==> config.mk <==
export PLATFORM = sky130hd
export DESIGN_NAME = periodic_oneshot_timer_bank_unit_flat
export DESIGN_NICKNAME = d
export VERILOG_FILES = /design/src/hdl/potb_pkg.sv /design/src/hdl/potb_if.sv /design/src/hdl/periodic_oneshot_timer_bank_unit.sv /design/src/hdl/potb_ram.sv /design/src/flat_wrapper.sv
export SDC_FILE = /design/constraint.sdc
export NUM_CORES = 2
export LEC_CHECK = 0
export CORE_MARGIN = 1
export CORE_UTILIZATION = 60
export DETAILED_ROUTE_END_ITERATION = 7
export DONT_BUFFER_PORTS = 1
export MAX_ROUTING_LAYER = met4
export PLACE_DENSITY = 0.76
export SLEW_MARGIN = 20
export SYNTH_ARGS = -nofsm -noshare
export SYNTH_HDL_FRONTEND = slang
export SYNTH_HIERARCHICAL = 1
export SYNTH_SLANG_ARGS = --single-unit
==> constraint.sdc <==
create_clock -name i_clk -period 24.8 [get_ports i_clk]
set_input_delay 4.96 -clock i_clk [delete_from_list [all_inputs] [get_ports i_clk]]
set_output_delay 4.96 -clock i_clk [all_outputs]
set_load 0.02 [all_outputs]
==> src/hdl/potb_pkg.sv <==
// Package for the periodic one-shot timer bank.
// Holds field widths, action and result codes, the result beat type and the
// saturating time adder. No dependencies.
package potb_pkg;

    localparam int TIME_W      = 48;
    localparam int DELAY_W     = 32;
    localparam int IDX_W       = 4;
    localparam int ACT_W       = 3;
    localparam int KIND_W      = 2;
    localparam int NUM_TIMERS  = 16;
    localparam int MAX_RESULTS = 16;
    localparam int CNT_W       = $clog2(MAX_RESULTS + 1);
    localparam int RAM_W       = TIME_W + 1 + DELAY_W;

    typedef enum logic [ACT_W-1:0] {
        ACT_TICK   = 3'd0,
        ACT_CREATE = 3'd1,
        ACT_ARM    = 3'd2,
        ACT_CANCEL = 3'd3,
        ACT_QUERY  = 3'd4,
        ACT_CLEAR  = 3'd5
    } t_action;

    typedef enum logic [KIND_W-1:0] {
        KIND_FIRED   = 2'd0,
        KIND_IDLE    = 2'd1,
        KIND_DONE    = 2'd2,
        KIND_REFUSED = 2'd3
    } t_kind;

    typedef struct packed {
        t_kind              result_kind;
        logic [IDX_W-1:0]   slot_out;
        logic               scheduled;
        logic [TIME_W-1:0]  remaining;
        logic               last;
    } t_result;

    function automatic logic [TIME_W-1:0] sat_add(input logic [TIME_W-1:0] a,
                                                  input logic [DELAY_W-1:0] b);
        logic [TIME_W:0] s;
        s = {1'b0, a} + {{(TIME_W + 1 - DELAY_W){1'b0}}, b};
        return s[TIME_W] ? {TIME_W{1'b1}} : s[TIME_W-1:0];
    endfunction

endpackage

==> src/hdl/potb_if.sv <==
// Channel interfaces of the timer bank: command beats in, result beats out.
// Depends on potb_pkg.
interface potb_in_if;
    logic                               valid;
    logic                               ready;
    logic [potb_pkg::ACT_W-1:0]         action;
    logic [potb_pkg::IDX_W-1:0]         timer_index;
    logic [potb_pkg::TIME_W-1:0]        now;
    logic [potb_pkg::DELAY_W-1:0]       delay;
    logic                               periodic;
    logic [potb_pkg::DELAY_W-1:0]       repeat_interval;
    logic                               paused;

    modport source (output valid, action, timer_index, now, delay, periodic,
                    repeat_interval, paused, input ready);
    modport sink   (input valid, action, timer_index, now, delay, periodic,
                    repeat_interval, paused, output ready);
endinterface

interface potb_out_if;
    logic                               valid;
    logic                               ready;
    potb_pkg::t_kind                    result_kind;
    logic [potb_pkg::IDX_W-1:0]         slot_out;
    logic                               scheduled;
    logic [potb_pkg::TIME_W-1:0]        remaining;
    logic                               last;

    modport source (output valid, result_kind, slot_out, scheduled, remaining, last,
                    input ready);
    modport sink   (input valid, result_kind, slot_out, scheduled, remaining, last,
                    output ready);
endinterface

==> src/hdl/periodic_oneshot_timer_bank_unit.sv <==
// Top level of the periodic one-shot timer bank: command decode, slot scan, result register.
// Depends on potb_pkg, potb_if and potb_ram.
//
//  port     dir  beat contents
//  i_in     in   action, timer_index, now, delay, periodic, repeat_interval, paused
//  o_out    out  result_kind, slot_out, scheduled, remaining, last
//  i_cfg_*  in   pause_halts_dispatch, written by i_cfg_we
//
// Non-tick commands and halted ticks are accepted with a RAM read, then executed once the result register is free.
// A tick scans the slots in S_SCAN and ends in S_FIN: the scan visits one slot per cycle, unless it stalls,
// through the slot RAM read port, writing back the same cycle.
// Synchronous reset clears the exists and armed bits; RAM entries are used only when armed.
// A result register parts the sides; the scan holds while a second fire meets a full one.
module periodic_oneshot_timer_bank_unit #(
    parameter int NUM_TIMERS = potb_pkg::NUM_TIMERS
) (
    input  logic          i_clk,
    input  logic          i_rst_n,
    input  logic          i_cfg_we,
    input  logic          i_cfg_wdata,
    potb_in_if.sink       i_in,
    potb_out_if.source    o_out
);
    localparam int AW = (NUM_TIMERS > 1) ? $clog2(NUM_TIMERS) : 1;
    localparam int TW = potb_pkg::TIME_W;
    localparam int DW = potb_pkg::DELAY_W;

    typedef enum logic [1:0] {S_IDLE, S_CMD, S_SCAN, S_FIN} t_state;

    t_state                         r_state;
    logic                           r_halt;
    logic [NUM_TIMERS-1:0]          r_exists;
    logic [NUM_TIMERS-1:0]          r_armed;
    logic [AW-1:0]                  r_scan;
    logic [potb_pkg::CNT_W-1:0]     r_cnt;
    logic                           r_pend_valid;
    logic [AW-1:0]                  r_pend_slot;
    logic                           r_out_valid;
    potb_pkg::t_result              r_out;

    logic [potb_pkg::ACT_W-1:0]     r_act;
    logic [potb_pkg::IDX_W-1:0]     r_idx;
    logic [TW-1:0]                  r_now;
    logic [DW-1:0]                  r_delay;
    logic                           r_per;
    logic [DW-1:0]                  r_rep;

    logic                           in_fire;
    logic                           out_free;
    logic                           idx_ok;
    logic [AW-1:0]                  slot_a;
    logic                           last_slot;
    logic                           due;
    logic                           stall;
    logic [TW-1:0]                  ft1;
    logic [TW-1:0]                  ft2;
    logic [TW-1:0]                  ft_new;

    logic                           ram_we;
    logic [AW-1:0]                  ram_waddr;
    logic [potb_pkg::RAM_W-1:0]     ram_wdata;
    logic                           ram_re;
    logic [AW-1:0]                  ram_raddr;
    logic [potb_pkg::RAM_W-1:0]     ram_rdata;
    logic [TW-1:0]                  rd_ft;
    logic                           rd_per;
    logic [DW-1:0]                  rd_iv;

    logic                           out_load;
    potb_pkg::t_result              n_out;

    potb_ram #(
        .WIDTH (potb_pkg::RAM_W),
        .DEPTH (NUM_TIMERS)
    ) u_slot_ram (
        .i_clk   (i_clk),
        .i_we    (ram_we),
        .i_waddr (ram_waddr),
        .i_wdata (ram_wdata),
        .i_re    (ram_re),
        .i_raddr (ram_raddr),
        .o_rdata (ram_rdata)
    );

    assign rd_ft  = ram_rdata[potb_pkg::RAM_W-1 -: TW];
    assign rd_per = ram_rdata[DW];
    assign rd_iv  = ram_rdata[DW-1:0];

    assign i_in.ready = (r_state == S_IDLE);
    assign in_fire    = i_in.valid && i_in.ready;
    assign out_free   = !r_out_valid || o_out.ready;

    assign idx_ok    = (32'(r_idx) < 32'(NUM_TIMERS));
    assign slot_a    = AW'(r_idx);
    assign last_slot = (r_scan == AW'(NUM_TIMERS - 1));

    assign due   = r_armed[r_scan] && (rd_ft <= r_now)
                   && (r_cnt < potb_pkg::CNT_W'(potb_pkg::MAX_RESULTS));
    assign stall = due && r_pend_valid && !out_free;

    assign ft1    = potb_pkg::sat_add(rd_ft, rd_iv);
    assign ft2    = potb_pkg::sat_add(r_now, rd_iv);
    assign ft_new = ((rd_iv != '0) && (ft1 <= r_now)) ? ft2 : ft1;

    always_comb begin
        ram_we    = 1'b0;
        ram_waddr = slot_a;
        ram_wdata = {potb_pkg::sat_add(r_now, r_delay), r_per, r_per ? r_rep : '0};
        ram_re    = 1'b0;
        ram_raddr = AW'(i_in.timer_index);
        out_load  = 1'b0;
        n_out     = '{result_kind: potb_pkg::KIND_DONE, slot_out: r_idx,
                      scheduled: 1'b0, remaining: '0, last: 1'b1};
        case (r_state)
            S_IDLE: begin
                if (in_fire) begin
                    ram_re = 1'b1;
                    if (i_in.action == potb_pkg::ACT_TICK) begin
                        ram_raddr = '0;
                    end
                end
            end
            S_CMD: begin
                if (out_free) begin
                    out_load = 1'b1;
                    case (r_act)
                        potb_pkg::ACT_TICK: begin
                            n_out.result_kind = potb_pkg::KIND_IDLE;
                            n_out.slot_out    = '0;
                        end
                        potb_pkg::ACT_CREATE: begin
                            if (!(idx_ok && !r_exists[slot_a])) begin
                                n_out.result_kind = potb_pkg::KIND_REFUSED;
                            end
                        end
                        potb_pkg::ACT_ARM: begin
                            if (idx_ok && r_exists[slot_a]) begin
                                ram_we = 1'b1;
                            end else begin
                                n_out.result_kind = potb_pkg::KIND_REFUSED;
                            end
                        end
                        potb_pkg::ACT_CANCEL: begin
                            if (!(idx_ok && r_exists[slot_a])) begin
                                n_out.result_kind = potb_pkg::KIND_REFUSED;
                            end
                        end
                        potb_pkg::ACT_QUERY: begin
                            if (!(idx_ok && r_exists[slot_a])) begin
                                n_out.result_kind = potb_pkg::KIND_REFUSED;
                            end else if (r_armed[slot_a]) begin
                                n_out.scheduled = 1'b1;
                                n_out.remaining = (rd_ft > r_now) ? rd_ft - r_now : '0;
                            end
                        end
                        potb_pkg::ACT_CLEAR: begin
                            n_out.slot_out = '0;
                        end
                        default: begin
                            n_out.result_kind = potb_pkg::KIND_REFUSED;
                        end
                    endcase
                end
            end
            S_SCAN: begin
                if (!stall) begin
                    ram_re    = !last_slot;
                    ram_raddr = r_scan + AW'(1);
                    if (due) begin
                        ram_we    = 1'b1;
                        ram_waddr = r_scan;
                        ram_wdata = {rd_per ? ft_new : rd_ft, rd_per, rd_iv};
                        if (r_pend_valid) begin
                            out_load          = 1'b1;
                            n_out.result_kind = potb_pkg::KIND_FIRED;
                            n_out.slot_out    = potb_pkg::IDX_W'(r_pend_slot);
                            n_out.last        = 1'b0;
                        end
                    end
                end
            end
            S_FIN: begin
                if (out_free) begin
                    out_load = 1'b1;
                    if (r_pend_valid) begin
                        n_out.result_kind = potb_pkg::KIND_FIRED;
                        n_out.slot_out    = potb_pkg::IDX_W'(r_pend_slot);
                    end else begin
                        n_out.result_kind = potb_pkg::KIND_IDLE;
                        n_out.slot_out    = '0;
                    end
                end
            end
            default: begin
                out_load = 1'b0;
            end
        endcase
    end

    always_ff @(posedge i_clk) begin
        if (!i_rst_n) begin
            r_state      <= S_IDLE;
            r_halt       <= 1'b1;
            r_exists     <= '0;
            r_armed      <= '0;
            r_scan       <= '0;
            r_cnt        <= '0;
            r_pend_valid <= 1'b0;
            r_out_valid  <= 1'b0;
        end else begin
            if (i_cfg_we) begin
                r_halt <= i_cfg_wdata;
            end
            if (out_load) begin
                r_out_valid <= 1'b1;
                r_out       <= n_out;
            end else if (o_out.ready) begin
                r_out_valid <= 1'b0;
            end
            case (r_state)
                S_IDLE: begin
                    if (in_fire) begin
                        r_scan       <= '0;
                        r_cnt        <= '0;
                        r_pend_valid <= 1'b0;
                        if (i_in.action == potb_pkg::ACT_TICK
                            && !(i_in.paused && r_halt)) begin
                            r_state <= S_SCAN;
                        end else begin
                            r_state <= S_CMD;
                        end
                    end
                end
                S_CMD: begin
                    if (out_free) begin
                        r_state <= S_IDLE;
                        case (r_act)
                            potb_pkg::ACT_CREATE: begin
                                if (idx_ok && !r_exists[slot_a]) begin
                                    r_exists[slot_a] <= 1'b1;
                                    r_armed[slot_a]  <= 1'b0;
                                end
                            end
                            potb_pkg::ACT_ARM: begin
                                if (idx_ok && r_exists[slot_a]) begin
                                    r_armed[slot_a] <= 1'b1;
                                end
                            end
                            potb_pkg::ACT_CANCEL: begin
                                if (idx_ok && r_exists[slot_a]) begin
                                    r_armed[slot_a] <= 1'b0;
                                end
                            end
                            potb_pkg::ACT_CLEAR: begin
                                r_exists <= '0;
                                r_armed  <= '0;
                            end
                            default: begin
                                r_state <= S_IDLE;
                            end
                        endcase
                    end
                end
                S_SCAN: begin
                    if (!stall) begin
                        if (due) begin
                            if (!rd_per) begin
                                r_armed[r_scan] <= 1'b0;
                            end
                            r_pend_valid <= 1'b1;
                            r_pend_slot  <= r_scan;
                            r_cnt        <= r_cnt + potb_pkg::CNT_W'(1);
                        end
                        if (last_slot) begin
                            r_state <= S_FIN;
                        end else begin
                            r_scan <= r_scan + AW'(1);
                        end
                    end
                end
                S_FIN: begin
                    if (out_free) begin
                        r_state <= S_IDLE;
                    end
                end
                default: begin
                    r_state <= S_IDLE;
                end
            endcase
        end
    end

    always_ff @(posedge i_clk) begin
        if (in_fire) begin
            r_act   <= i_in.action;
            r_idx   <= i_in.timer_index;
            r_now   <= i_in.now;
            r_delay <= i_in.delay;
            r_per   <= i_in.periodic;
            r_rep   <= i_in.repeat_interval;
        end
    end

    assign o_out.valid       = r_out_valid;
    assign o_out.result_kind = r_out.result_kind;
    assign o_out.slot_out    = r_out.slot_out;
    assign o_out.scheduled   = r_out.scheduled;
    assign o_out.remaining   = r_out.remaining;
    assign o_out.last        = r_out.last;

    a_armed_exists: assert property (@(posedge i_clk) disable iff (!i_rst_n)
        (r_armed & ~r_exists) == '0)
        else $error("slot armed without existing");

    a_fire_cap: assert property (@(posedge i_clk) disable iff (!i_rst_n)
        r_cnt <= potb_pkg::CNT_W'(potb_pkg::MAX_RESULTS))
        else $error("fire count beyond limit");

    a_mid_is_fired: assert property (@(posedge i_clk) disable iff (!i_rst_n)
        (o_out.valid && !o_out.last) |-> (o_out.result_kind == potb_pkg::KIND_FIRED))
        else $error("non-final beat that is not a fire");

    a_sched_done: assert property (@(posedge i_clk) disable iff (!i_rst_n)
        (o_out.valid && o_out.scheduled) |-> (o_out.result_kind == potb_pkg::KIND_DONE))
        else $error("scheduled flag on a non-query result");

    a_scan_holds: assert property (@(posedge i_clk) disable iff (!i_rst_n)
        (r_state == S_SCAN && stall) |=> (r_state == S_SCAN && $stable(r_scan)))
        else $error("scan advanced during a stall");
endmodule

==> src/hdl/potb_ram.sv <==
// Generic single-clock RAM, one write and one registered read port.
// No dependencies.
module potb_ram #(
    parameter int WIDTH = 8,
    parameter int DEPTH = 16
) (
    input  logic                                       i_clk,
    input  logic                                       i_we,
    input  logic [$clog2(DEPTH > 1 ? DEPTH : 2)-1:0]   i_waddr,
    input  logic [WIDTH-1:0]                           i_wdata,
    input  logic                                       i_re,
    input  logic [$clog2(DEPTH > 1 ? DEPTH : 2)-1:0]   i_raddr,
    output logic [WIDTH-1:0]                           o_rdata
);
    logic [WIDTH-1:0] r_mem [DEPTH];
    logic [WIDTH-1:0] r_rdata;

    always_ff @(posedge i_clk) begin
        if (i_we) begin
            r_mem[i_waddr] <= i_wdata;
        end
        if (i_re) begin
            r_rdata <= r_mem[i_raddr];
        end
    end

    assign o_rdata = r_rdata;
endmodule

==> src/flat_wrapper.sv <==
// flat-port wrapper written by rule: the top's interface ports become plain ports
module periodic_oneshot_timer_bank_unit_flat 
#(
    parameter int NUM_TIMERS = potb_pkg::NUM_TIMERS
)
  (i_clk, i_rst_n, i_cfg_we, i_cfg_wdata, i_in_valid, i_in_action, i_in_timer_index, i_in_now, i_in_delay, i_in_periodic, i_in_repeat_interval, i_in_paused, i_in_ready, o_out_valid, o_out_result_kind, o_out_slot_out, o_out_scheduled, o_out_remaining, o_out_last, o_out_ready);
  potb_in_if i_in_i ();
  potb_out_if o_out_i ();
  input  logic i_clk;
  input  logic i_rst_n;
  input  logic i_cfg_we;
  input  logic i_cfg_wdata;
  input wire logic [$bits(i_in_i.valid)-1:0] i_in_valid;
  input wire logic [$bits(i_in_i.action)-1:0] i_in_action;
  input wire logic [$bits(i_in_i.timer_index)-1:0] i_in_timer_index;
  input wire logic [$bits(i_in_i.now)-1:0] i_in_now;
  input wire logic [$bits(i_in_i.delay)-1:0] i_in_delay;
  input wire logic [$bits(i_in_i.periodic)-1:0] i_in_periodic;
  input wire logic [$bits(i_in_i.repeat_interval)-1:0] i_in_repeat_interval;
  input wire logic [$bits(i_in_i.paused)-1:0] i_in_paused;
  output wire logic [$bits(i_in_i.ready)-1:0] i_in_ready;
  output wire logic [$bits(o_out_i.valid)-1:0] o_out_valid;
  output wire logic [$bits(o_out_i.result_kind)-1:0] o_out_result_kind;
  output wire logic [$bits(o_out_i.slot_out)-1:0] o_out_slot_out;
  output wire logic [$bits(o_out_i.scheduled)-1:0] o_out_scheduled;
  output wire logic [$bits(o_out_i.remaining)-1:0] o_out_remaining;
  output wire logic [$bits(o_out_i.last)-1:0] o_out_last;
  input wire logic [$bits(o_out_i.ready)-1:0] o_out_ready;
  assign i_in_i.valid = i_in_valid;
  assign i_in_i.action = i_in_action;
  assign i_in_i.timer_index = i_in_timer_index;
  assign i_in_i.now = i_in_now;
  assign i_in_i.delay = i_in_delay;
  assign i_in_i.periodic = i_in_periodic;
  assign i_in_i.repeat_interval = i_in_repeat_interval;
  assign i_in_i.paused = i_in_paused;
  assign i_in_ready = i_in_i.ready;
  assign o_out_valid = o_out_i.valid;
  assign o_out_result_kind = o_out_i.result_kind;
  assign o_out_slot_out = o_out_i.slot_out;
  assign o_out_scheduled = o_out_i.scheduled;
  assign o_out_remaining = o_out_i.remaining;
  assign o_out_last = o_out_i.last;
  assign o_out_i.ready = o_out_ready;
  periodic_oneshot_timer_bank_unit #(.NUM_TIMERS(NUM_TIMERS)) u_core (.i_clk(i_clk), .i_rst_n(i_rst_n), .i_cfg_we(i_cfg_we), .i_cfg_wdata(i_cfg_wdata), .i_in(i_in_i), .o_out(o_out_i));
endmodule
---- Yosys cells after proc, flatten, opt, wreduce, memory -nomap -nowiden ----
Memories as Yosys holds them, arrays and structs flattened. A register that Yosys moved wholly into a read port is not among the register bits.
Index checks and enable logic that the tools add are counted.
Widths: inputs -> output; s select.
cells by class
  add/subtract/negate cells ............... 6
  multiply operators ...................... 0
  divide/modulo/power cells ............... 0
  order comparisons ....................... 8
  equality and inequality tests ........... 22
  shift operators ......................... 0
  muxes and demuxes ....................... 89
  bitwise gates (word level) .............. 9
  reduce and logical (&&, ||, !) cells .... 36
operators with widths
  cell                number
  $mux 48             6
  $mux 81             3
  $add 48x32->49      3
  $mux 49             3
  $mux 16             8
  $le 48x48->1        2
  $pmux 16 s2         2
  $pmux 16 s4         1
  $mux 55             1
  $gt 48x48->1        1
  $sub 48x48->48      1
  $mux 4              10
  $and 16x16->16      2
  $mux 32             1
  $not 16->16         2
  $or 16x16->16       2
  $reduce_bool 32->1  1
  $mux 1              26
  $mux 6              4
  $reduce_and 4->1    6
  $mux 5              4
  $pmux 6 s3          1
  $pmux 4 s2          2
  $bmux 1 s4          3
  34 further kinds    75
storage, ports and cells
  register bits after elaboration ......... 226
  latch bits .............................. 0
  RAM bits ................................ 1296
  ROM bits ................................ 0
  input port bits ......................... 127
  output and inout port bits .............. 58
  logic and storage cells ................. 191
  memories kept ........................... 1
memory list
  memory                   depth  bits a word  rd ports  clocked after Yosys merged registers in  write ports  RTL line        text
  u_core.u_slot_ram.r_mem  16     81           1         1                                        1            potb_ram.sv:15  logic [WIDTH-1:0] r_mem [DEPTH];

---- Longest topological paths before layout ----
  word-level depth ........................ 10
  gate-level depth with buffers ........... 27

---- Hierarchy ----
Netlist, hierarchy kept.
modules (own cells, without submodules)
  module                            times used  cells an instance  area an instance (um^2)  sequential area each (um^2)
  potb_ram                          1           2078               50831.3                  41349.7
  periodic_oneshot_timer_bank_unit  1           2410               20546.0                  6326.1

---- Worst setup path after synthesis ----
No wires, ideal clock.
  path kind ............................... input-to-reg
  start ................................... in o_out_ready
  end ..................................... mem u_core/u_slot_ram/r_mem[0][0] (netlist bit) (enable)
  arrival ................................. 12.219 ns
  required time ........................... 24.180 ns
  setup slack ............................. 11.962 ns
  stages .................................. 10
  path buffers ............................ 3
  cell sequence ........................... nor2b_1 -> a21oi_1 -> and3_1 -> buf_2 -> buf_2 -> buf_1 -> nand2_1 -> nand2_1 -> or3b_1 -> nor3_1
on the way
  elaborated cells between the ends (all ways) .. 10
RTL lines
  item                     RTL line                                 text
  start: declaration       flat_wrapper.sv:28                       input wire logic [$bits(o_out_i.ready)-1:0] o_out_ready;
  $logic_or 1x1->1         periodic_oneshot_timer_bank_unit.sv:91   assign out_free = !r_out_valid || o_out.ready;
  $logic_not 1->1          periodic_oneshot_timer_bank_unit.sv:99   assign stall = due && r_pend_valid && !out_free;
  $logic_and 1x1->1        periodic_oneshot_timer_bank_unit.sv:99
  $mux 4                   periodic_oneshot_timer_bank_unit.sv:166  if (!stall) begin
  $mux 4                   periodic_oneshot_timer_bank_unit.sv:114  case (r_state)
  via u_core.ram_waddr[2]  periodic_oneshot_timer_bank_unit.sv:60   logic [AW-1:0] ram_waddr;
  end: declaration         potb_ram.sv:15
The timed path passes the listed nets, and every way through them passes these cells.

---- Worst setup path after layout ----
  start ................................... in i_in_valid
  end ..................................... reg u_core.u_slot_ram.r_rdata[16], in the netlist u_core/u_slot_ram/o_rdata[16] (read register of u_core.u_slot_ram.r_mem), data pin
on the way
  word-level cells in the longest chain between the ends .. 3
  elaborated cells between the ends (all ways) .. 5
ends and longest elaborated chain
  item                     RTL line                                 text
  start: declaration       flat_wrapper.sv:13                       input wire logic [$bits(i_in_i.valid)-1:0] i_in_valid;
  $logic_and 1x1->1        periodic_oneshot_timer_bank_unit.sv:90   assign in_fire = i_in.valid && i_in.ready;
  $mux 4                   periodic_oneshot_timer_bank_unit.sv:116  if (in_fire) begin
  $pmux 4 s2               periodic_oneshot_timer_bank_unit.sv:114
  via u_core.ram_raddr[1]  periodic_oneshot_timer_bank_unit.sv:63   logic [AW-1:0] ram_raddr;
  end: declaration         potb_ram.sv:16                           logic [WIDTH-1:0] r_rdata;
The timed path passes the listed nets, and every way through them passes these cells.
A chain may end at the register's enable or synchronous reset.

==> metrics.txt <==
# TYPE chip_impl_metric gauge
chip_impl_info{name="result_of_the_run",value="complete, no violations"} 1
chip_impl_metric{name="power_per_cell_area",unit="nW/um2"} 126
chip_impl_metric{name="critical_path_arrival",unit="ps"} 10230
chip_impl_metric{name="core",unit="um2"} 118000
chip_impl_metric{name="place_inst",unit=""} 5898
chip_impl_metric{name="grt_start_max_net_pins",unit=""} 107
chip_impl_metric{name="initial_core_util",unit=""} 0.605
chip_impl_metric{name="ys_seq_area_frac",unit=""} 0.668
chip_impl_metric{name="ys_ff_latch",unit=""} 1603
chip_impl_metric{name="cp_max_fo",unit=""} 73
chip_impl_metric{name="place_hpwl",unit="um"} 121000
chip_impl_metric{name="drive_gt1_frac",unit=""} 0.157
chip_impl_info{name="crit_path_frequent_cell",value="sky130_fd_sc_hd__buf_4"} 1
chip_impl_metric{name="floorplan.die.width",unit="um"} 347
chip_impl_info{name="critical_path_top_delay_cell",value="sky130_fd_sc_hd__buf_4"} 1
chip_impl_metric{name="synth_edf_count",unit=""} 1557
chip_impl_info{name="critPathKind",value="in -> reg"} 1
chip_impl_metric{name="floorplan.rows",unit=""} 126
chip_impl_metric{name="maxClockFrequency",unit="MHz"} 103
chip_impl_metric{name="p_seq_frac",unit=""} 0.389
chip_impl_metric{name="fin_skew",unit="ps"} 50.7
chip_impl_metric{name="postCtsSetupRepairBufs",unit=""} 0
chip_impl_metric{name="power.combinational.fraction",unit=""} 0.376
chip_impl_metric{name="die_height",unit="um"} 347
chip_impl_metric{name="synthesis.instances",unit=""} 4488
chip_impl_metric{name="power.internal",unit="mW"} 6.17
chip_impl_info{name="critical_path.cell_chain",value="and2_4, buf_4, a2bb2oi_1, nand2_1, o21ai_4, buf_4, buf_4, buf_4, mux4_2, a22oi_1, nand2_1"} 1
chip_impl_metric{name="async_reset_ff_frac",unit=""} 0
chip_impl_metric{name="yosys_warnings",unit=""} 6
chip_impl_metric{name="numCtsBuffers",unit=""} 158
chip_impl_metric{name="synth_area",unit="um2"} 71400
chip_impl_metric{name="final-instance-count-excl-fill",unit=""} 6201
chip_impl_metric{name="fin_crit",unit="ps"} 9690
chip_impl_metric{name="place_congestion",unit=""} 0.974
chip_impl_info{name="clock-root-buffer",value="sky130_fd_sc_hd__clkbuf_16"} 1
chip_impl_metric{name="pin_count",unit=""} 185
chip_impl_metric{name="dr.pass1.iters",unit=""} 7
chip_impl_metric{name="worst-r2r-setup-slack",unit="ps"} 15950
chip_impl_metric{name="fin_tns_setup",unit="ps"} 0
chip_impl_metric{name="detail_route.wirelength",unit="um"} 199000
chip_impl_info{name="hold_path_class",value="reg -> reg"} 1
chip_impl_metric{name="detail_route.iter0.violations",unit=""} 6301
chip_impl_metric{name="worst_vdd_ir",unit="uV"} 88.4
chip_impl_metric{name="num_vias",unit=""} 43649
chip_impl_metric{name="grt-ovfl-total",unit=""} 0
chip_impl_metric{name="slew_headroom",unit=""} 0.198
chip_impl_metric{name="p_total",unit="mW"} 9.88
chip_impl_metric{name="hold_violations",unit=""} 0
chip_impl_metric{name="worst-slew-pin-transition",unit="ps"} 1200
chip_impl_metric{name="detail_route.wl_per_cell",unit="um"} 32.0
chip_impl_info{name="cp-end-kind",value="flop"} 1
chip_impl_metric{name="ant_nets",unit=""} 0
chip_impl_metric{name="cap_viol_max_count",unit=""} 0
chip_impl_metric{name="design.final.nets",unit=""} 4866
chip_impl_metric{name="cts.sinks",unit=""} 1603
chip_impl_metric{name="syn_avg_cell_area",unit="um2"} 15.9
chip_impl_metric{name="post_cts_resize_count",unit=""} 0
chip_impl_metric{name="worst_setup_hold_path_clk_slew",unit="ps"} 60
chip_impl_metric{name="design.die.area",unit="um2"} 120000
chip_impl_metric{name="worst-endpoint-required",unit="ps"} 25340
chip_impl_metric{name="synth_nets",unit=""} 4821
chip_impl_metric{name="timing.critical_path.slowest_cell_delay",unit="ps"} 940
chip_impl_info{name="tritoncts",value="done"} 1
chip_impl_metric{name="drcViolationCount",unit=""} 0
chip_impl_metric{name="cts.hold.buffers_added",unit=""} 0
chip_impl_metric{name="htree_levels",unit=""} 4
chip_impl_metric{name="power.share.switching",unit=""} 0.376
chip_impl_info{name="timing.critical_path.from_type",value="input pin"} 1
chip_impl_metric{name="worstSkewPairLatency",unit="ps"} 820
chip_impl_metric{name="antenna_found_initial",unit=""} 1
chip_impl_metric{name="number_of_inserted_filler_cells_in_the_final_layout",unit=""} 7757
chip_impl_info{name="synth-main-ff-cell",value="sky130_fd_sc_hd__edfxtp_1"} 1
chip_impl_metric{name="flow.area_growth_from_synthesis",unit="%"} 9.76
chip_impl_metric{name="slew_viol_final",unit=""} 0
chip_impl_metric{name="crit_buf_inv",unit=""} 4
chip_impl_metric{name="power.share.clock",unit=""} 0.236
chip_impl_metric{name="first_pass_grt_wire_length",unit="um"} 288000
chip_impl_metric{name="clockBufferDepth",unit=""} 3
chip_impl_info{name="rsz_0062_raised_after_global_routing",value="no"} 1
chip_impl_metric{name="netlist-cell-type-count",unit=""} 99
chip_impl_metric{name="static-leakage-power",unit="nW"} 26.5
chip_impl_metric{name="first_global_vias",unit=""} 42070
chip_impl_metric{name="port_buffers",unit=""} 0
chip_impl_metric{name="viasPerCell",unit=""} 7.04
chip_impl_info{name="cpLargestDelayFamily",value="buffers and inverters"} 1
chip_impl_metric{name="groute.usage.overall",unit=""} 0.342
chip_impl_metric{name="final.period_utilization",unit=""} 0.391
chip_impl_metric{name="netSwitchingPower",unit="mW"} 3.71
chip_impl_metric{name="finalSetupViolCount",unit=""} 0
-- power groups by stage --
stage          registers, mW  logic, mW  clock network, mW
3_3_place_gp            3.88       3.49                  0
2_1_floorplan           3.67       2.60                  0
3_5_place_dp            3.88       3.55                  0
5_1_grt                 3.83       4.00               2.44
6_report                3.84       3.71               2.33
4_1_cts                 3.82       3.59               2.35
-- cell usage in the layout, fill, tap and decap left out, drive strengths merged, types with 71 or more instances in the layout --
cell    instances
edfxtp       1557
nand2         369
mux4          339
a21oi         226
nor2          209
ha            202
clkbuf        200
a22oi         185
o21ai         167
inv           112
a21o           90
buf            88
xnor2          86
nand3          81
clkinv         71
-- final cells by class --
class | count | area [um2] | area share
Inverter | 101 | 379 | 0.00484
Sequential cell | 1603 | 47700 | 0.609
Clock buffer | 192 | 4120 | 0.0526
Multi-Input combinational cell | 2573 | 22600 | 0.288
Timing Repair Buffer | 96 | 751 | 0.00958
Clock inverter | 94 | 881 | 0.0112
Antenna cell | 6 | 15.0 | 0.000192
Tap cell | 1536 | 1920 | 0.0245
-- state kept, by name (all words and copies together), names as in the netlist --
| register | flops |
|---|---|
| u_core/u_slot_ram/r_mem | 1296 |
| u_core/u_slot_ram/o_rdata | 81 |
| u_core/o_out.remaining | 48 |
| u_core/r_now | 48 |
| u_core/r_delay | 32 |
| u_core/r_rep | 32 |
| u_core/r_armed | 16 |
| u_core/r_exists | 16 |
| u_core/r_cnt | 5 |
| u_core/o_out.slot_out | 4 |
| u_core/r_idx | 4 |
| u_core/r_pend_slot | 4 |
| u_core/r_scan | 4 |
| u_core/r_act | 3 |
| u_core/o_out.result_kind | 2 |
| u_core/r_state | 2 |
| u_core/o_out.last | 1 |
| u_core/o_out.scheduled | 1 |
| u_core/o_out.valid | 1 |
| u_core/r_halt | 1 |
| u_core/r_pend_valid | 1 |
| u_core/r_per | 1 |
-- cells in the mapped netlist, types with 21 or more instances --
library cell,instances,area [um2]
sky130_fd_sc_hd__a22oi_1,185,1390
sky130_fd_sc_hd__ha_1,202,2530
sky130_fd_sc_hd__nor2_1,208,781
sky130_fd_sc_hd__o21ai_1,29,145
sky130_fd_sc_hd__nand3_1,78,390
sky130_fd_sc_hd__clkbuf_1,106,398
sky130_fd_sc_hd__inv_1,100,375
sky130_fd_sc_hd__buf_1,27,101
sky130_fd_sc_hd__a21o_1,90,676
sky130_fd_sc_hd__a21oi_1,226,1130
sky130_fd_sc_hd__nor2b_1,22,138
sky130_fd_sc_hd__nor4_1,21,131
sky130_fd_sc_hd__a31oi_1,22,138
sky130_fd_sc_hd__nand2_1,369,1390
sky130_fd_sc_hd__o21ai_0,135,676
sky130_fd_sc_hd__edfxtp_1,1557,46800
sky130_fd_sc_hd__buf_2,52,260
sky130_fd_sc_hd__nand2b_1,32,200
sky130_fd_sc_hd__o21a_1,30,225
sky130_fd_sc_hd__xnor2_1,86,753
sky130_fd_sc_hd__buf_4,23,173
sky130_fd_sc_hd__o211ai_1,21,158
sky130_fd_sc_hd__dfxtp_1,46,921
sky130_fd_sc_hd__nor3_1,46,230
sky130_fd_sc_hd__mux4_2,335,7540
sky130_fd_sc_hd__a211oi_1,27,203
sky130_fd_sc_hd__xor2_1,58,508
sky130_fd_sc_hd__and3_1,22,138
sky130_fd_sc_hd__nand4_1,36,225
-- per-stage QoR --
stage | setup WS, ps | instance area [um2] | util | hold slack (ps)
4_1_cts | 15160 | 78200 | 0.663 | 470
6_report | 15110 | 78300 | 0.664 | 469
3_3_place_gp | 14410 | 73200 | 0.621 | 445
3_5_place_dp | 14360 | 73200 | 0.621 | 458
2_1_floorplan | 11960 | 71400 | - | 431
5_1_grt | 14630 | 78300 | 0.664 | 497
-- worst reg2reg max path: stages, from the launching register on --
cell and delay, ps:
sky130_fd_sc_hd__edfxtp_1 640, sky130_fd_sc_hd__ha_1 530, sky130_fd_sc_hd__nand4_1 160, sky130_fd_sc_hd__nor4_1 280
sky130_fd_sc_hd__o211ai_1 210, sky130_fd_sc_hd__o211a_2 190, sky130_fd_sc_hd__nor3_2 320, sky130_fd_sc_hd__a31o_2 270
sky130_fd_sc_hd__o41ai_2 70, sky130_fd_sc_hd__buf_4 160, sky130_fd_sc_hd__nor2_1 450, sky130_fd_sc_hd__nand2_1 270
sky130_fd_sc_hd__xor2_1 200, sky130_fd_sc_hd__nand2_1 70, sky130_fd_sc_hd__ha_1 310, sky130_fd_sc_hd__nand4_1 210
sky130_fd_sc_hd__nor4_1 740, sky130_fd_sc_hd__nand4_1 310, sky130_fd_sc_hd__nor4_1 550, sky130_fd_sc_hd__or2_2 200
sky130_fd_sc_hd__buf_4 460, sky130_fd_sc_hd__nand2b_1 460, sky130_fd_sc_hd__nor2_1 190, sky130_fd_sc_hd__a32o_1 310
sky130_fd_sc_hd__a211oi_2 910
-- final timing paths --
check	from	end	depth (start not counted)
max	i_in_valid	u_core/u_slot_ram/o_rdata[16]$_DFFE_PP_	11
min reg2reg	u_core/r_halt$_SDFFE_PN1P_	u_core/r_halt$_SDFFE_PN1P_	2
max reg2reg	u_core/u_slot_ram/o_rdata[49]$_DFFE_PP_	u_core/u_slot_ram/r_mem[9][63]$_DFFE_PP_	24
min	u_core/r_halt$_SDFFE_PN1P_	u_core/r_halt$_SDFFE_PN1P_	2
-- per-layer routing --
layer	wire (um)	share of wire	vias to the layer above	track usage
li1	-	-	18113	-
met1	75700	0.38	21962	0.467
met2	88800	0.45	3130	0.492
met3	26300	0.13	444	0.0977
met4	7850	0.039	0	0.128
met5	0	0	-	-
-- kinds of logic after synthesis --
kind of cell             Yosys count  share of synthesized area
buffers and inverters            312                     0.0188
AO/OA/AOI/OAI                    949                     0.0896
flip-flops                      1603                      0.668
multiplexers                     356                      0.110
adder cells (fa/ha/maj)          206                     0.0365
XOR/XNOR                         144                     0.0177
AND/OR/NAND/NOR                  918                     0.0598
Note: power is estimated with default switching activity, not from simulation.
